[src/hdl/dpbd_pkg.sv]
package dpbd_pkg;

  localparam int IN_BYTES_W  = 8;
  localparam int OUT_BYTES_W = 8;

  // register indexes (byte address is 4 * index)
  localparam logic [1:0] REG_SETTLE = 2'd0;
  localparam logic [1:0] REG_WINDOW = 2'd1;
  localparam logic [1:0] REG_CANCEL = 2'd2;
  localparam logic [1:0] REG_ACTIVE = 2'd3;

  localparam logic [15:0] SETTLE_RESET = 16'd50;
  localparam logic [15:0] WINDOW_RESET = 16'd2000;
  localparam logic [15:0] CANCEL_RESET = 16'd5000;
  localparam logic        ACTIVE_RESET = 1'b0;

  // detector state codes
  localparam logic [1:0] STATE_CLEAR    = 2'd0;
  localparam logic [1:0] STATE_FIRST    = 2'd1;
  localparam logic [1:0] STATE_RELEASED = 2'd2;
  localparam logic [1:0] STATE_PRESSED  = 2'd3;

  // bit positions in the input and result data
  localparam int IN_PIN_BIT     = 0;
  localparam int IN_READ_BIT    = 1;
  localparam int OUT_READ_BIT   = 0;
  localparam int OUT_NOTIFY_BIT = 1;
  localparam int OUT_ON_BIT     = 2;
  localparam int OUT_STATE_LSB  = 3;

endpackage

[src/hdl/double_press_button_detector.sv]
// Double-press button detector, one input item per millisecond tick.
// The result of an accepted item is registered and shows on the m_ side in the next cycle.
// Throughput: 1 item per cycle; s_tready drops only while a result is held.
// Reset (rst, synchronous, active high): state clear, all timers idle,
// previous pin at the inactive level, registers back to 50/2000/5000/0.
module double_press_button_detector
  import dpbd_pkg::*;
#(
  parameter int TIMER_WIDTH = 16
) (
  input  logic                   clk,
  input  logic                   rst,
  // input items
  input  logic                   s_tvalid,
  output logic                   s_tready,
  input  logic [IN_BYTES_W-1:0]  s_tdata,   // [0] button_pin, [1] status_read, rest zero
  // result items
  output logic                   m_tvalid,
  input  logic                   m_tready,
  output logic [OUT_BYTES_W-1:0] m_tdata,   // [0] read_pressed, [1] notify,
                                            // [2] notify_is_on, [4:3] detector_state
  // configuration
  input  logic                   psel,
  input  logic                   penable,
  input  logic                   pwrite,
  input  logic [3:0]             paddr,
  input  logic [31:0]            pwdata,
  output logic [31:0]            prdata,
  output logic                   pready
);

  localparam int TW = TIMER_WIDTH;
  // largest count a timer holds, in a width that covers any TIMER_WIDTH up to 32
  localparam logic [32:0] TMAX = (33'd1 << TW) - 33'd1;

  typedef enum logic [1:0] {
    ST_CLEAR    = STATE_CLEAR,
    ST_FIRST    = STATE_FIRST,
    ST_RELEASED = STATE_RELEASED,
    ST_PRESSED  = STATE_PRESSED
  } press_state_t;

  // ---------------------------------------------------------------
  // Configuration registers
  // ---------------------------------------------------------------
  logic [15:0] settle_ticks;
  logic [15:0] double_window_ticks;
  logic [15:0] cancel_ticks;
  logic        active_level;
  logic        cfg_wr;

  assign pready = 1'b1;
  assign cfg_wr = psel & penable & pwrite & pready;

  always_ff @(posedge clk) begin
    if (rst) begin
      settle_ticks        <= SETTLE_RESET;
      double_window_ticks <= WINDOW_RESET;
      cancel_ticks        <= CANCEL_RESET;
      active_level        <= ACTIVE_RESET;
    end else if (cfg_wr) begin
      unique case (paddr[3:2])
        REG_SETTLE: settle_ticks        <= pwdata[15:0];
        REG_WINDOW: double_window_ticks <= pwdata[15:0];
        REG_CANCEL: cancel_ticks        <= pwdata[15:0];
        REG_ACTIVE: active_level        <= pwdata[0];
      endcase
    end
  end

  always_comb begin
    unique case (paddr[3:2])
      REG_SETTLE: prdata = {16'd0, settle_ticks};
      REG_WINDOW: prdata = {16'd0, double_window_ticks};
      REG_CANCEL: prdata = {16'd0, cancel_ticks};
      REG_ACTIVE: prdata = {31'd0, active_level};
    endcase
  end

  // A register value of zero loads as one tick; values past the timer
  // width saturate.
  function automatic logic [TW-1:0] load_ticks(input logic [15:0] r);
    logic [32:0] ext;
    ext = {17'd0, r};
    if (r == 16'd0)
      return TW'(1);
    else if (ext > TMAX)
      return TMAX[TW-1:0];
    else
      return ext[TW-1:0];
  endfunction

  // ---------------------------------------------------------------
  // Detector state
  // ---------------------------------------------------------------
  press_state_t  press_state, press_state_next;
  logic          previous_pin;
  logic [TW-1:0] settle_count, settle_count_next;
  logic [TW-1:0] window_count, window_count_next;
  logic [TW-1:0] cancel_count, cancel_count_next;

  logic pin, rd, accept;
  logic read_hit, settle_fire, window_fire, cancel_fire;
  logic read_pressed_next, notify_next, notify_on_next;
  logic [TW-1:0] window_after_read, cancel_after_read;

  assign pin      = s_tdata[IN_PIN_BIT];
  assign rd       = s_tdata[IN_READ_BIT];
  // the result register frees up in the same cycle it is drained
  assign s_tready = ~m_tvalid | m_tready;
  assign accept   = s_tvalid & s_tready;

  always_comb begin
    // read first: a latched press is returned and cleared with its timers
    read_hit          = rd && (press_state == ST_PRESSED);
    press_state_next  = read_hit ? ST_CLEAR : press_state;
    window_after_read = read_hit ? '0 : window_count;
    cancel_after_read = read_hit ? '0 : cancel_count;

    // countdowns: a timer fires on the tick it reaches zero
    settle_fire       = (settle_count == TW'(1));
    window_fire       = (window_after_read == TW'(1));
    cancel_fire       = (cancel_after_read == TW'(1));
    settle_count_next = (settle_count != '0) ? settle_count - TW'(1) : settle_count;
    window_count_next = (window_after_read != '0) ?
                        window_after_read - TW'(1) : window_after_read;
    cancel_count_next = (cancel_after_read != '0) ?
                        cancel_after_read - TW'(1) : cancel_after_read;

    read_pressed_next = read_hit;
    notify_next       = 1'b0;
    notify_on_next    = 1'b0;

    // settled level moves the press sequence along; a reload of a timer
    // overrides its expiry in the same tick
    if (settle_fire) begin
      if (pin == active_level) begin
        if (press_state_next == ST_CLEAR) begin
          press_state_next  = ST_FIRST;
          window_count_next = load_ticks(double_window_ticks);
          window_fire       = 1'b0;
        end else if (press_state_next == ST_RELEASED) begin
          press_state_next  = ST_PRESSED;
          notify_next       = 1'b1;
          notify_on_next    = 1'b1;
          cancel_count_next = load_ticks(cancel_ticks);
          cancel_fire       = 1'b0;
        end
      end else if (press_state_next == ST_FIRST) begin
        press_state_next  = ST_RELEASED;
        window_count_next = load_ticks(double_window_ticks);
        window_fire       = 1'b0;
      end
    end

    // second press too slow: drop the partial sequence
    if (window_fire && press_state_next != ST_PRESSED)
      press_state_next = ST_CLEAR;

    // detected press times out and is cancelled
    if (cancel_fire) begin
      press_state_next = ST_CLEAR;
      notify_next      = 1'b1;
      notify_on_next   = 1'b0;
    end

    // pin edge restarts debounce unless a press is latched
    if (pin != previous_pin && press_state_next != ST_PRESSED)
      settle_count_next = load_ticks(settle_ticks);
  end

  always_ff @(posedge clk) begin
    if (rst) begin
      press_state  <= ST_CLEAR;
      previous_pin <= ~ACTIVE_RESET;
      settle_count <= '0;
      window_count <= '0;
      cancel_count <= '0;
      m_tvalid     <= 1'b0;
    end else begin
      if (accept) begin
        press_state  <= press_state_next;
        previous_pin <= pin;
        settle_count <= settle_count_next;
        window_count <= window_count_next;
        cancel_count <= cancel_count_next;
        m_tvalid     <= 1'b1;
      end else if (m_tready) begin
        m_tvalid     <= 1'b0;
      end
    end
  end

  // result payload, loaded with each accepted item; upper bits zero
  always_ff @(posedge clk) begin
    if (accept) begin
      m_tdata <= OUT_BYTES_W'({press_state_next, notify_on_next, notify_next,
                               read_pressed_next});
    end
  end

endmodule

[config.mk]
export PLATFORM = sky130hd
export DESIGN_NAME = double_press_button_detector
export DESIGN_NICKNAME = d
export VERILOG_FILES = /design/src/hdl/dpbd_pkg.sv /design/src/hdl/double_press_button_detector.sv
export SDC_FILE = /design/constraint.sdc
export NUM_CORES = 1
export LEC_CHECK = 0
export ABC_AREA = 1
export BUFFER_PORTS_ARGS = -buffer_cell sky130_fd_sc_hd__clkbuf_2
export CORE_MARGIN = 1
export CORE_UTILIZATION = 25
export CTS_CLUSTER_SIZE = 28
export DETAILED_ROUTE_END_ITERATION = 10
export MAX_ROUTING_LAYER = met4
export PLACE_DENSITY_LB_ADDON = 0.25
export SLEW_MARGIN = 15
export SYNTH_ARGS = -nofsm -noshare
export SYNTH_HDL_FRONTEND = slang
export SYNTH_SLANG_ARGS = --single-unit
[constraint.sdc]
create_clock -name clk -period 8.8 [get_ports clk]
set_clock_uncertainty 0.2 [all_clocks]
set_input_delay 1.76 -clock clk [delete_from_list [all_inputs] [get_ports clk]]
set_output_delay 1.76 -clock clk [all_outputs]
set_load 0.02 [all_outputs]
# == After elaboration in Yosys (flattened, before gate mapping) ==
# Cells that the tools add are included.
# op_classes
multipliers,0
addsub,3
shift,0
bitwise,5
n_reduce_logical,18
div_mod_pow,0
n_mux,40
eq_ne,13
n_lt_le_gt_ge,0
# ops
operator,n
16-bit 2-to-1 mux,17
32-bit case mux with 4 select lines,1
16-bit by 1-bit == test with 1-bit output (second input constant),3
16-bit zero test,3
16-bit nonzero test,3
16-bit by 1-bit subtractor with 16-bit output (second input constant),3
2-bit 2-to-1 mux,8
1-bit 2-to-1 mux,14
2-bit AND reduction,5
2-bit == test (second input constant),4
2-bit by 1-bit == test with 1-bit output (second input constant),2
2-bit zero test,2
2-bit != test (second input constant),2
2-bit nonzero test,2
1-bit AND,3
1-bit logical AND,3
1-bit == test,1
1-bit != test,1
1-bit inverter,1
1-bit bitwise OR,1
# totals
latch_bits,0
inputBits,51
elab_cells,91
ram_bits,0
romBits,0
out_inout_bits,43
mem_count,0
ff_bits,106

# == Depth between registers and ports, before layout ==
# depth
depth_word,16
mapped_depth,20
depth_no_buf,16

# == Least setup slack after synthesis ==
# No wires, ideal clock.
# synth_path
kind,input to output
from,in paddr[2]
to,out prdata[0]
path_slack_ns,4.011
arrival_time_ns,2.829
t_required_ns,6.840
path_stages,4
path_cell_list,inv_1 -> nor2_1 -> clkinv_1 -> o2111ai_1
# synth_between
elab_chain_cells,2
# synth_rtl
element,line,text
start: declaration,double_press_button_detector.sv:26,"input logic [3:0] paddr,"
2-bit == test (tied with other cells),double_press_button_detector.sv:72,unique case (paddr[3:2])
32-bit case mux with 4 select lines *,double_press_button_detector.sv:72,
end: declaration,double_press_button_detector.sv:28,"output logic [31:0] prdata,"
# Mark *: on every way between the ends. The rest lies on a longest branch, timed or not. The select of a mux whose other input is x is not followed.

# == Final worst setup path ==
# layout_path
from,in paddr[2]
to,out prdata[3]
# Same word-level chain as after synthesis.

==> tab_implementation.tex <==
\begin{tabular}{lr}
\hline
Metric & Value \\
\hline
\multicolumn{2}{l}{\textbf{Floorplanning}} \\
\quad Area of the die & 25900 µm² \\
\quad Starting utilization of the core area & roughly a quarter \\
\quad Cell row count & 57 \\
\quad Chip height & 161 µm \\
\quad Top-Level Pins & 94 \\
\quad Std-Cell Core Area & roughly 25000 µm² \\
\quad DIE WIDTH & between 150 and 200 µm \\
\multicolumn{2}{l}{\textbf{Synth}} \\
\quad Combined area of all synthesized cells & about 6300 µm² \\
\quad Mean area per synthesized cell & around 6.6 µm² \\
\quad Mux share of post-synthesis cell area & 0\% \\
\quad Complex-gate fraction of the synthesized area & between 10\% and 20\% \\
\quad FF+latch count, synth & about 110 \\
\quad Area share of xor/xnor cells in the synthesized design & 3.33\% \\
\quad Area share of fa/ha/maj cells after synthesis & 1.39\% \\
\quad Post-Syn Instances & 956 \\
\quad Synthesized-area fraction occupied by and/or/nand/nor cells & between 20\% and 30\% \\
\quad Dominant combinational cell family by area after synthesis & simple AND/OR/NAND/NOR gates \\
\quad Synthesis Warnings & 0 \\
\quad Number of different library cells in the post-synthesis netlist & 41 \\
\quad Part of the Yosys area used for sequential elements & 34.4\% \\
\multicolumn{2}{l}{\textbf{Timing}} \\
\quad Endpoints failing setup & 0 \\
\quad Minimum clock period after layout & $\sim$5.7 ns \\
\quad Setup ws final & 3.09 ns \\
\quad Unrepaired setup endpoints after global routing & no \\
\quad Final number of max-transition violations & 0 \\
\quad Maximum clock rate & 0.175 GHz \\
\quad Portion of the clock cycle consumed by the worst path in the final layout & between 60\% and 70\% \\
\quad Final count of hold timing violations & 0 \\
\quad Transition time at the pin with the least slew margin & 0.891 ns \\
\quad Sum Neg Setup Slack & 0 ns \\
\quad Worst relative slew slack & between 40\% and 50\% \\
\multicolumn{2}{l}{\textbf{Setup path}} \\
\quad Startpoint type of the worst setup path & input pin \\
\quad Library cell appearing most often on the critical path & clkbuf\_2 \\
\quad Slowest cell on the critical path & clkinv\_1 \\
\quad Largest incremental delay on the critical path & between 0.5 and 0.6 ns \\
\quad FF-to-FF setup slack & between 5 and 6 ns \\
\quad Worst Setup End Kind & primary output \\
\quad Largest fanout on the critical path & 10 \\
\quad Worst path required time & approximately 6.8 ns \\
\quad Crit path DAT & about 3.8 ns \\
\quad Critical path, cell by cell & clkbuf\_2, inv\_1, nor2\_1, clkinv\_1, o221ai\_1, clkbuf\_2 \\
\quad Path type of the worst setup path & input pin to primary output \\
\multicolumn{2}{l}{\textbf{Finish}} \\
\quad Number of antenna repair diodes & 0 \\
\quad Top library cells by usage in the layout, fill and taps aside & nand2\_1, dfxtp\_1, inv\_1, nor2\_1, o21ai\_0 \\
\quad Leading cell type in the layout, fill and taps excluded & nand2\_1 \\
\quad Layout Area Growth over Synthesis & 11.0\% \\
\quad Final nets & about 1000 \\
\quad Share of post-route cells with drive strength above 1 & 9.30\% \\
\multicolumn{2}{l}{\textbf{Placement}} \\
\quad Port Buffers & 49 \\
\quad Detailed Place HPWL & 14.3 mm \\
\quad Post-Place Worst Slack & 3.16 ns \\
\quad Placer's final routability congestion estimate & around 0.84 \\
\multicolumn{2}{l}{\textbf{Route}} \\
\quad First-iteration detailed-routing DRC count & about 380 \\
\quad Wirelength, routed & a little under 20 mm \\
\quad Via density per instance & approximately 4.7 \\
\quad Via count of the routed design & about 6000 \\
\quad Antenna Violating Nets Remaining & 0 \\
\quad Routed wire per std cell & about 15 µm \\
\quad Detailed-route DRC error count & 0 \\
\quad First-pass iteration count of the detailed router & 5 \\
\multicolumn{2}{l}{\textbf{GRT}} \\
\quad Via count of the first global-routing pass & $\sim$5700 \\
\quad Total global routing track utilization & 15.9\% \\
\quad Number of antenna violations at the first check in global routing & 0 \\
\quad Final global-route overflow total & 0 \\
\quad Largest net degree at the start of global routing & 86 \\
\quad Global-route wire length before repair & between 30 and 40 mm \\
\multicolumn{2}{l}{\textbf{Min path}} \\
\quad Worst min path class & flip-flop to flip-flop \\
\multicolumn{2}{l}{\textbf{Clock network}} \\
\quad Clock Pin Slew Worst Setup and Hold Paths & approximately 0.070 ns \\
\quad Clock H-tree levels & 3 \\
\quad Cell at the root of the clock tree & clkbuf\_16 \\
\quad Hold buffers post-CTS & 0 \\
\quad Source-to-sink clock delay at the later pin of the worst-skew pair & between 0.3 and 0.4 ns \\
\quad Max Buffers Root-to-Sink & 2 \\
\quad CTS tree & built \\
\quad Number of sinks handled by clock tree synthesis & between 100 and 150 \\
\quad Number of setup buffers added after CTS & 0 \\
\quad Number of buffers created by CTS & 9 \\
\quad Count of instances resized after the clock tree is built & 0 \\
\multicolumn{2}{l}{\textbf{Run status}} \\
\quad Outcome & finished clean \\
\multicolumn{2}{l}{\textbf{Power and ir drop}} \\
\quad Pwr/cell area & 187 nW/µm² \\
\quad Worst vdd ir & between 0.09 and 0.1 mV \\
\quad Leakage power summed over all cells & 3.17 nW \\
\multicolumn{2}{l}{\textbf{Run}} \\
\quad Total of max-cap violations & 0 \\
\hline
\end{tabular}
## stage by stage
stage          hold slack, ns  power, mW  utilization [%]  instances  area, µm²
3_5_place_dp            0.280      0.901             27.3       1287       6710
5_1_grt                 0.309       1.40             28.5       1302       7000
3_3_place_gp            0.271      0.899             27.3       1287       6710
2_1_floorplan           0.255      0.825                -        974       6370
4_1_cts                 0.292       1.32             28.5       1302       7000
6_report                0.287       1.31             28.5       1302       7000
## kinds of logic after synthesis
logic type	count (synthesis)
other cells	2
simple gates	440
flops	106
compound gates	208
fa+ha+maj	7
xor+xnor	24
buf+inv	169
## flip-flops by register name, summed over array words and instances, names as in the netlist
register	flops
m_tvalid	1
previous_pin	1
active_level	1
cancel_ticks	16
m_tdata	5
cancel_count	16
settle_count	16
settle_ticks	16
press_state	2
double_window_ticks	16
window_count	16
## layout make-up
class / instances / area, µm²
clock buffer: 10 / 250
clock inverter: 5 / 40.0
fill: 2778 / 17500
inverter: 104 / 392
multi-input combinational: 699 / 3460
sequential: 106 / 2170
tap: 324 / 405
timing repair buffer: 54 / 283
## routing by layer
layer | GRT usage (%) | wire, µm | vias to the layer above
met4 | 4.20 | 235 | 0
met1 | 23.0 | 10000 | 2863
met5 | - | 0 | -
met3 | 1.60 | 755 | 13
li1 | - | - | 3149
met2 | 23.4 | 8480 | 147
## critical path: cells and delay by family
kind / cells / cell delay, ns
AOI/OAI and AO/OA: 1 / 0.52
buffers and inverters: 4 / 0.94
and+or+nand+nor: 1 / 0.52
## power by group
part	switching, mW	internal [mW]
combinational	0.228	0.118
sequential	0.0286	0.516
clock	0.206	0.212
## cells in the mapped netlist
| master | n | share of area (%) |
|---|---|---|
| a21o_1 | 1 | 0.12 |
| a21oi_1 | 69 | 5.5 |
| a31oi_1 | 4 | 0.40 |
| a41o_1 | 1 | 0.16 |
| and3_1 | 2 | 0.20 |
| buf_1 | 2 | 0.12 |
| buf_2 | 9 | 0.71 |
| buf_4 | 21 | 2.5 |
| buf_6 | 3 | 0.54 |
| clkbuf_1 | 30 | 1.8 |
| clkinv_1 | 3 | 0.18 |
| conb_1 | 2 | 0.12 |
| dfxtp_1 | 101 | 32 |
| edfxtp_1 | 5 | 2.4 |
| ha_1 | 7 | 1.4 |
| inv_1 | 101 | 6.0 |
| nand2_1 | 226 | 13 |
| nand2_2 | 3 | 0.30 |
| nand2_4 | 1 | 0.18 |
| nand3_1 | 70 | 5.6 |
| nand3_2 | 1 | 0.16 |
| nand3_4 | 1 | 0.28 |
| nand3b_1 | 1 | 0.12 |
| nand4_1 | 12 | 1.2 |
| nor2_1 | 99 | 5.9 |
| nor2_2 | 8 | 0.79 |
| nor2_4 | 1 | 0.18 |
| nor3_1 | 5 | 0.40 |
| nor4_1 | 9 | 0.89 |
| o2111ai_1 | 1 | 0.14 |
| o211ai_1 | 30 | 3.6 |
| o21a_1 | 1 | 0.12 |
| o21ai_0 | 76 | 6.0 |
| o21ai_1 | 4 | 0.32 |
| o21ai_2 | 5 | 0.69 |
| o221ai_1 | 14 | 1.9 |
| o22ai_1 | 1 | 0.099 |
| o41ai_1 | 1 | 0.14 |
| or2_2 | 1 | 0.099 |
| xnor2_1 | 3 | 0.42 |
| xor2_1 | 21 | 2.9 |
## final timing paths
check | startpoint | to | cells past startpoint
worst max-delay path | paddr[2] | prdata[3] | 6
worst min-delay path | cancel_count[12] | cancel_count[12] | 2
worst max register to register | press_state[0] | settle_count[10] | 17
worst min register to register | cancel_count[12] | cancel_count[12] | 2
Power figures use the tool's default switching activity.
